<file path="config.mk">
export PLATFORM = sky130hd
export DESIGN_NAME = sorted_insertion_priority_queue_core
export DESIGN_NICKNAME = d
export VERILOG_FILES = /design/src/hw/rtl/sipq_pkg.sv /design/src/hw/rtl/sipq_ctrl.sv /design/src/hw/rtl/sipq_dp.sv /design/src/hw/rtl/sorted_insertion_priority_queue_core.sv
export SDC_FILE = /design/constraint.sdc
export NUM_CORES = 1
export LEC_CHECK = 0
export BUFFER_PORTS_ARGS = -buffer_cell sky130_fd_sc_hd__buf_2
export CAP_MARGIN = 20
export CORE_ASPECT_RATIO = 1.75
export CORE_MARGIN = 2
export CORE_UTILIZATION = 45
export CTS_CLUSTER_SIZE = 16
export DETAILED_ROUTE_END_ITERATION = 6
export SYNTH_ARGS = -nofsm -noshare
export SYNTH_HDL_FRONTEND = slang
export SYNTH_SLANG_ARGS = --single-unit
</file>
<file path="constraint.sdc">
create_clock -name clk_i -period 3.2 [get_ports clk_i]
set_input_delay 0.16 -clock clk_i [delete_from_list [all_inputs] [get_ports clk_i]]
set_output_delay 0.16 -clock clk_i [all_outputs]
set_load 0.005 [all_outputs]
</file>
<file path="src/hw/rtl/sipq_pkg.sv">
`default_nettype none

package sipq_pkg;

  localparam int unsigned DefCapacity = 8;

  localparam int unsigned ActionW = 2;
  localparam int unsigned KeyW    = 8;
  localparam int unsigned StatusW = 2;
  localparam int unsigned OccW    = 4;

  localparam logic [ActionW-1:0] ACT_INSERT = 2'd0;
  localparam logic [ActionW-1:0] ACT_REMOVE = 2'd1;
  localparam logic [ActionW-1:0] ACT_PEEK   = 2'd2;

  localparam logic [StatusW-1:0] ST_OK    = 2'd0;
  localparam logic [StatusW-1:0] ST_FULL  = 2'd1;
  localparam logic [StatusW-1:0] ST_EMPTY = 2'd2;

  // Controller to datapath
  typedef struct packed {
    logic                 load;
    logic                 do_ins;
    logic                 do_rem;
    logic                 give_head;
    logic [StatusW-1:0]   status;
  } dp_cmd_t;

  // Datapath to controller
  typedef struct packed {
    logic empty;
    logic full;
  } dp_stat_t;

endpackage

`default_nettype wire

</file>
<file path="src/hw/rtl/sipq_ctrl.sv">
`default_nettype none

module sipq_ctrl (
  input  wire logic                          clk_i,
  input  wire logic                          rst_ni,
  input  wire logic                          in_valid_i,
  output logic                               in_ready_o,
  input  wire logic [sipq_pkg::ActionW-1:0]  action_i,
  output logic                               out_valid_o,
  input  wire logic                          out_ready_i,
  input  wire sipq_pkg::dp_stat_t            stat_i,
  output sipq_pkg::dp_cmd_t                  cmd_o
);
  import sipq_pkg::*;

  typedef enum logic {
    ST_IDLE,
    ST_OUT
  } state_e;

  state_e state_q, state_d;
  logic   accept;

  assign in_ready_o  = (state_q == ST_IDLE);
  assign out_valid_o = (state_q == ST_OUT);
  assign accept      = in_valid_i && in_ready_o;

  // Decode the operation against the current fill state
  always_comb begin
    cmd_o           = '0;
    cmd_o.load      = accept;
    cmd_o.status    = ST_OK;
    case (action_i)
      ACT_INSERT: begin
        if (stat_i.full) begin
          cmd_o.status = ST_FULL;
        end else begin
          cmd_o.do_ins = accept;
        end
      end
      ACT_REMOVE, ACT_PEEK: begin
        if (stat_i.empty) begin
          cmd_o.status = ST_EMPTY;
        end else begin
          cmd_o.give_head = 1'b1;
          cmd_o.do_rem    = accept && (action_i == ACT_REMOVE);
        end
      end
      default: begin
        cmd_o.status = ST_OK;
      end
    endcase
  end

  always_comb begin
    state_d = state_q;
    case (state_q)
      ST_IDLE: if (accept) state_d = ST_OUT;
      ST_OUT:  if (out_ready_i) state_d = ST_IDLE;
      default: state_d = ST_IDLE;
    endcase
  end

  always_ff @(posedge clk_i or negedge rst_ni) begin
    if (!rst_ni) begin
      state_q <= ST_IDLE;
    end else begin
      state_q <= state_d;
    end
  end

endmodule

`default_nettype wire

</file>
<file path="src/hw/rtl/sipq_dp.sv">
`default_nettype none

module sipq_dp #(
  parameter int unsigned Capacity = sipq_pkg::DefCapacity
) (
  input  wire logic                          clk_i,
  input  wire logic                          rst_ni,
  input  wire logic [sipq_pkg::KeyW-1:0]     key_in_i,
  input  wire sipq_pkg::dp_cmd_t             cmd_i,
  output sipq_pkg::dp_stat_t                 stat_o,
  output logic [sipq_pkg::KeyW-1:0]          key_out_o,
  output logic [sipq_pkg::StatusW-1:0]       status_o,
  output logic [sipq_pkg::OccW-1:0]          occupancy_o
);
  import sipq_pkg::*;

  localparam int unsigned CntW = $clog2(Capacity + 1);

  logic [KeyW-1:0]    slots_q [Capacity];
  logic [KeyW-1:0]    ins_val [Capacity];
  logic [Capacity-1:0] lt;
  logic [CntW-1:0]    count_q, count_d;
  logic [KeyW-1:0]    key_out_q;
  logic [StatusW-1:0] status_q;

  assign stat_o.empty = (count_q == '0);
  assign stat_o.full  = (count_q == CntW'(Capacity));

  // Every cell compares against the new key at once; the list stays sorted,
  // so cells below the insert point are exactly those holding a smaller key.
  always_comb begin
    for (int i = 0; i < Capacity; i++) begin
      lt[i] = (CntW'(i) < count_q) && (slots_q[i] < key_in_i);
    end
    ins_val[0] = lt[0] ? slots_q[0] : key_in_i;
    for (int i = 1; i < Capacity; i++) begin
      if (lt[i]) begin
        ins_val[i] = slots_q[i];
      end else if (lt[i-1]) begin
        ins_val[i] = key_in_i;
      end else begin
        ins_val[i] = slots_q[i-1];
      end
    end
  end

  always_comb begin
    count_d = count_q;
    if (cmd_i.do_ins) begin
      count_d = count_q + 1'b1;
    end else if (cmd_i.do_rem) begin
      count_d = count_q - 1'b1;
    end
  end

  always_ff @(posedge clk_i) begin
    if (cmd_i.do_ins) begin
      for (int i = 0; i < Capacity; i++) begin
        slots_q[i] <= ins_val[i];
      end
    end else if (cmd_i.do_rem) begin
      // advance every key one cell toward the head
      for (int i = 0; i + 1 < Capacity; i++) begin
        slots_q[i] <= slots_q[i+1];
      end
    end
  end

  always_ff @(posedge clk_i or negedge rst_ni) begin
    if (!rst_ni) begin
      count_q <= '0;
    end else begin
      count_q <= count_d;
    end
  end

  always_ff @(posedge clk_i) begin
    if (cmd_i.load) begin
      key_out_q <= cmd_i.give_head ? slots_q[0] : '0;
      status_q  <= cmd_i.status;
    end
  end

  assign key_out_o   = key_out_q;
  assign status_o    = status_q;
  assign occupancy_o = OccW'(count_q);

endmodule

`default_nettype wire

</file>
<file path="src/hw/rtl/sorted_insertion_priority_queue_core.sv">
// Sorted insertion priority queue of unsigned byte keys.
//
// Input channel (in_valid_i / in_ready_o) carries one beat per operation:
// action_i selects insert, remove smallest or peek smallest; key_in_i is
// the key for an insert. Output channel (out_valid_o / out_ready_i) returns
// exactly one beat per input beat: key_out_o, status_o and occupancy_o
// (keys held after the operation, low four bits).
//
// Each beat executes in the accept cycle over a row of Capacity
// compare-and-shift cells, and the result is offered from the following
// cycle. The next input beat is accepted in the cycle after the result is
// taken.
//
// A stalled receiver holds the result and the queue; no input is taken
// until the result beat completes.
// Reset empties the queue at once; no clearing pass is needed, as cells
// beyond the fill count are never read.
`default_nettype none

module sorted_insertion_priority_queue_core #(
  parameter int unsigned Capacity = sipq_pkg::DefCapacity
) (
  input  wire logic                          clk_i,
  input  wire logic                          rst_ni,
  input  wire logic                          in_valid_i,
  output logic                               in_ready_o,
  input  wire logic [sipq_pkg::ActionW-1:0]  action_i,
  input  wire logic [sipq_pkg::KeyW-1:0]     key_in_i,
  output logic                               out_valid_o,
  input  wire logic                          out_ready_i,
  output logic [sipq_pkg::KeyW-1:0]          key_out_o,
  output logic [sipq_pkg::StatusW-1:0]       status_o,
  output logic [sipq_pkg::OccW-1:0]          occupancy_o
);
  import sipq_pkg::*;

  dp_cmd_t  cmd;
  dp_stat_t stat;

  sipq_ctrl u_ctrl (
    .clk_i       (clk_i),
    .rst_ni      (rst_ni),
    .in_valid_i  (in_valid_i),
    .in_ready_o  (in_ready_o),
    .action_i    (action_i),
    .out_valid_o (out_valid_o),
    .out_ready_i (out_ready_i),
    .stat_i      (stat),
    .cmd_o       (cmd)
  );

  sipq_dp #(
    .Capacity (Capacity)
  ) u_dp (
    .clk_i       (clk_i),
    .rst_ni      (rst_ni),
    .key_in_i    (key_in_i),
    .cmd_i       (cmd),
    .stat_o      (stat),
    .key_out_o   (key_out_o),
    .status_o    (status_o),
    .occupancy_o (occupancy_o)
  );

endmodule

`default_nettype wire

</file>
== After elaboration in Yosys (flattened, before gate mapping) ==
Memory sizes are Yosys's and may differ from the RTL's.
Index checks and enable logic that the tools add are counted.

* Register bits: 15
* Bits in latches: 0
* RAM bits: 64
* Bits in read-only memories: 0
* Memories kept: 1

{| class="wikitable"
|+ Memory list
! name !! words !! width !! read ports !! clocked after Yosys merged registers in !! wr ports !! line !! source
|-
| u_dp.slots_q || 8 || 8 || 8 || 0 || 8 || sipq_dp.sv:19 || <nowiki>logic [KeyW-1:0] slots_q [Capacity];</nowiki>
|}

* Add/sub/neg operators: 2
* Multipliers: 0
* Divide/modulo/power cells: 0
* $lt $le $gt $ge: 16
* Equal/unequal tests: 3
* Shift operators: 0
* Mux-type cells: 39
* Bitwise logic cells: 8
* Reduce and logical (&&, ||, !) cells: 14

{| class="wikitable"
|+ Operators with widths
! kind !! count
|-
| 8-bit two-way mux || 22
|-
| 8-bit less-than comparator || 8
|-
| 3-bit by 4-bit less-than comparator with 1-bit output (first input constant) || 4
|-
| 1-bit logical AND || 10
|-
| 1-bit two-way mux || 10
|-
| 1-bit by 4-bit less-than comparator with 1-bit output (first input constant) || 2
|-
| 2-bit by 4-bit less-than comparator with 1-bit output (first input constant) || 2
|-
| 4-bit two-way mux || 2
|-
| 1-bit OR || 7
|-
| 2-bit two-way mux || 3
|-
| 4-bit by 1-bit adder with 4-bit output (second input constant) || 1
|-
| 4-bit == test (second input constant) || 1
|-
| 4-bit logical NOT || 1
|-
| 2-bit one-hot mux with 2 select lines || 1
|-
| 4-bit by 1-bit subtractor with 4-bit output (second input constant) || 1
|-
| 2-bit by 1-bit == test with 1-bit output (second input constant) || 1
|-
| 2-bit == test (second input constant) || 1
|-
| 2-bit logical NOT || 1
|-
| 1-bit one-hot mux with 2 select lines || 1
|-
| 2-bit nonzero test || 1
|-
| 2-bit OR reduction || 1
|-
| 1-bit NOT || 1
|}

== Longest topological paths before layout ==
* Depth in word-level cells: 9
* Depth in mapped cells: 10
* Gate-level depth less buffers: 7

== Hierarchy ==
Synthesis repeated with hierarchy kept, for this count alone.

* Cell total of the unflattened synthesis: 537
* Area total of the unflattened synthesis: 5,600.4 µm²

{| class="wikitable"
|+ Modules (own cells, without submodules)
! module !! instances !! cells each !! area an instance (µm²) !! seq. area each (µm²)
|-
| sipq_dp || 1 || 521 || 5,460.2 || 2,322.2
|-
| sipq_ctrl || 1 || 16 || 140.1 || 25.0
|}

== Worst setup path before layout ==
No wires, ideal clock.

* Path kind: reg2reg
* From: reg u_dp.count_q[0], in the netlist u_dp.occupancy_o[0]
* To: mem u_dp.slots_q[1][2], in the netlist u_dp.slots_q[0][10] (enable)
* Library setup time: 0.384 ns
* Data arrival time: 2.240 ns
* Data required time: 2.816 ns
* Setup slack: 0.576 ns
* Cell stages (with the launch flop): 9
* Path buffers: 2
* Period minus slack after synthesis: 2.624 ns
* Path through: dfrtp_1 > inv_1 > ha_1 > or3b_1 > buf_2 > o311ai_0 > a211oi_1 > buf_2 > o21ai_0

{| class="wikitable"
|+ RTL lines
! element !! line !! source
|-
| start, declared || sipq_dp.sv:22 || <nowiki>logic [CntW-1:0] count_q, count_d;</nowiki>
|-
| start signal, assigned || sipq_dp.sv:73 || <nowiki>count_q <= count_d;</nowiki>
|-
| end, declared || sipq_dp.sv:19 ||
|}

==> results.md <==
Drt
• 0 — Antenna Violating Nets Remaining
• 497 um — met3 wirelength from detailed routing
• 0 — remaining design rule violation count
• 6.30 — drt via density
• 15,400 um — aggregate routed wire length
• met4 — uppermost signal routing layer after detailed routing
• 282 — iteration-0 DRC count of the detailed router
• 4,411 — count of vias placed by the detailed router
• 22.0 um — WL per Instance
• 5490 um — WL met1
• 8610 um — wire length on met2
• 5 — number of iterations in the first detailed-routing pass

Place
• 0.00569 sq mm — placed cell area
• 682 — Post-Place Cells
• 11,800 um — half-perimeter wire length of the detailed placement result
• -20.4 ps — Setup Slack @ Placement
• 29 — number of port buffers
• 0.890 — gpl congestion

Die
• 0.0119 sq mm — Core Footprint
• 87.3 um — die outline width
• 0.0131 sq mm — total die area
• 30 — Ports
• 0.458 — initial core utilization
• 150 um — DIE HEIGHT
• 53 — # rows

Setup path
• 9 — crit path max fanout
• 3120 ps — arrival time worst endpoint
• sky130_fd_sc_hd__a2111oi_0 — Critical Path Slowest Stage Cell
• 850 ps — slowest cell delay on critical path
• reg2reg — WS Path Type
• 3240 ps — worst path required time
• 0 — crit path buf inv count
• register — crit start category
• register — crit path capture type
• 130 ps — minimum setup slack among reg-to-reg paths
• compound AO/OA/AOI/OAI gates — gate family responsible for the most delay along the worst path
• ha_1 > a21oi_1 > nor2_1 > a2111oi_0 > o211ai_2 > a21o_1 — Critical Path, Cell by Cell

Layout
• 0.149 — ratio of cells with drive above 1 in the final layout
• sky130_fd_sc_hd__edfxtp_1, sky130_fd_sc_hd__nand2_1, sky130_fd_sc_hd__ha_1, sky130_fd_sc_hd__nand3_1, sky130_fd_sc_hd__nand4_1 — most frequent cells in the layout
• 0.00235 sq mm — Storage cell area
• 10.7% — P&R area growth vs syn
• sky130_fd_sc_hd__edfxtp_1 — most frequent standard cell in the layout excluding fill and tap cells
• 634 — count of nets after finishing
• 1,102 — layout filler cell count
• 700 — number of non-filler instances in the completed layout
• 0.00283 sq mm — footprint of the multi-input gates
• 0.00605 sq mm — cell area after layout
• 0 — diode count

Power
• 0.314 mV — maximum ir drop on the vdd rail
• 2.46 nW — cell leakage power
• 604 mW/mm^2 — power density over the cells

Clock network
• 79 — Sinks on Clock Net
• sky130_fd_sc_hd__clkbuf_16 — CTS Root Cell
• 2 — worst-case clock buffer depth
• 3 — Clock H-tree levels
• 9 — number of CTS-inserted buffers
• 60 ps — register clock-pin slew on the reported worst setup and hold paths
• built — CTS tree
• 0 — Post-CTS Setup Inserts
• 340 ps — Skew-Pair Late Insertion Delay

GRT
• 0.247 — Total Routing Usage GR
• 56 — pin count of the biggest net entering global routing
• 0 — number of antenna violations at the first check in global routing
• 4,590 — vias in the first global route
• 0 — overflow left after global routing
• 24,200 um — first-pass GRT wire length

Yosys
• 611 — synthesized net count
• 0.429 — part of the Yosys area used for sequential elements
• sky130_fd_sc_hd__edfxtp_1 — Post-synth top flop
• 47 — number of distinct library cell variants in the gate-level netlist after synthesis
• 0.00547 sq mm — netlist area before placement
• 535 — synthesized instance count
• 0.0633 — Async SR Flop Fraction
• 10.2 sq um — per-instance average area after synthesis
• 79 — count of state elements after synthesis
• 74 — Post-synth EDFFs
• 0 — synthesis warning total

Hold path
• in2async — class of the most critical hold timing path

STA
• 3070 ps — min Tclk post-route
• 0 ps — Setup Total Neg Slack
• 0 — final number of hold-violating endpoints
• false — RSZ-0062 raised after global routing
• 4.36 ps — worst-case clock skew
• 325 MHz — max frequency
• 0.314 — relative slew slack
• 125 ps — post-route setup slack
• 0.961 — Final period util
• 1000 ps — Slew @ Worst Pin
• 0 — final-report max-slew violation count
• 0 — final setup violation count

Run status
• finished clean — run status

Job
• 0 — number of maximum-capacitance violations

-- timing repair --
action,4_1_cts,5_1_grt
endpoints found under the hold margin,6,0
hold buffers,2,0
gates resized for setup,0,0
-- path summary, 6_finish.rpt --
check | cells past startpoint | to | start
worst min register to register | 2 | u_ctrl.out_valid_o$_DFF_PN0_ | u_ctrl.out_valid_o$_DFF_PN0_
max in group asynchronous | 2 | u_dp.occupancy_o[0]$_DFFE_PN0P_ | rst_ni
min in group clk_i | 2 | u_dp.slots_q[0][61]$_DFFE_PP_ | key_in_i[5]
worst min-delay path | 2 | u_ctrl.out_valid_o$_DFF_PN0_ | rst_ni
worst max-delay path | 6 | u_dp.slots_q[0][52]$_DFFE_PP_ | u_dp.slots_q[0][53]$_DFFE_PP_
worst max register to register | 6 | u_dp.slots_q[0][52]$_DFFE_PP_ | u_dp.slots_q[0][53]$_DFFE_PP_
-- kinds of logic after synthesis --
group           share of synthesized area
buf+inv                            0.0524
xor+xnor                          0.00481
mux                                0.0439
fa+ha+maj                           0.142
simple gates                        0.185
compound gates                      0.143
flops                               0.429
-- metal layers --
metal | vias up | global-route usage
li1 | 2088 | -
met1 | 2121 | 0.262
met2 | 151 | 0.461
met3 | 51 | 0.0270
met4 | 0 | 0.135
met5 | - | 0
-- cell usage after synthesis (2+ instances only) --
library cell                instances  area [sq um]
sky130_fd_sc_hd__a2111oi_0          7          61.3
sky130_fd_sc_hd__mux2_2             8          90.1
sky130_fd_sc_hd__nand4_1           33           206
sky130_fd_sc_hd__xnor2_1            3          26.3
sky130_fd_sc_hd__dfrtp_1            5           125
sky130_fd_sc_hd__buf_1              3          11.3
sky130_fd_sc_hd__a211oi_1           4          30.0
sky130_fd_sc_hd__buf_6             10           113
sky130_fd_sc_hd__edfxtp_1          74          2220
sky130_fd_sc_hd__o21a_1             5          37.5
sky130_fd_sc_hd__ha_1              62           776
sky130_fd_sc_hd__o21ai_1           12          60.1
sky130_fd_sc_hd__and3_1            14          87.6
sky130_fd_sc_hd__o21ai_0           15          75.1
sky130_fd_sc_hd__inv_1             14          52.6
sky130_fd_sc_hd__o21ai_2           10          87.6
sky130_fd_sc_hd__nand2_1           69           259
sky130_fd_sc_hd__o211ai_1          25           188
sky130_fd_sc_hd__nand2b_1           9          56.3
sky130_fd_sc_hd__a21oi_1            8          40.0
sky130_fd_sc_hd__nor2b_1            2          12.5
sky130_fd_sc_hd__buf_2             10          50.1
sky130_fd_sc_hd__a21o_1             9          67.6
sky130_fd_sc_hd__a31oi_1            8          50.1
sky130_fd_sc_hd__nor3_1             6          30.0
sky130_fd_sc_hd__clkbuf_1          14          52.6
sky130_fd_sc_hd__mux2i_1           15           150
sky130_fd_sc_hd__nor2_1            20          75.1
sky130_fd_sc_hd__nand3_1           39           195
sky130_fd_sc_hd__or3_1              5          31.3
-- power breakdown --
part           total, mW  switching, mW  internal [mW]
sequential          1.39          0.107           1.29
clock               1.20          0.419          0.785
combinational       1.06          0.629          0.428
total               3.65           1.15           2.50
-- sequential cells by signal, indices dropped and copies added (netlist names) --
| name | cells |
|---|---|
| u_dp.key_out_o | 8 |
| u_dp.status_o | 2 |
| u_dp.slots_q | 64 |
| u_dp.occupancy_o | 4 |
| u_ctrl.out_valid_o | 1 |
-- worst reg2reg max path: stages (launching register included) --
cell                        delay [ps]
sky130_fd_sc_hd__edfxtp_1          440
sky130_fd_sc_hd__ha_1              320
sky130_fd_sc_hd__a21oi_1           140
sky130_fd_sc_hd__nor2_1             60
sky130_fd_sc_hd__a2111oi_0         850
sky130_fd_sc_hd__o211ai_2          500
sky130_fd_sc_hd__a21o_1            470
-- through the flow --
stage               power [mW]  hold slack [ps]   util
floorplan                 2.13             -136      -
global placement          2.43            -23.8  0.477
detailed placement        2.46            -19.3  0.477
CTS                       3.65              158  0.507
global route              3.81              184  0.507
finish                    3.65              160  0.507
-- area by class of cell --
| cell class | instances | area share |
|---|---|---|
| tap | 137 | 0.0283 |
| multi-input combinational | 404 | 0.468 |
| sequential | 79 | 0.388 |
| inverter | 14 | 0.00868 |
| clock buffer | 13 | 0.0413 |
| timing repair buffer | 50 | 0.0508 |
| clock inverter | 3 | 0.0149 |
No activity file was read; power rests on OpenSTA's default activity.
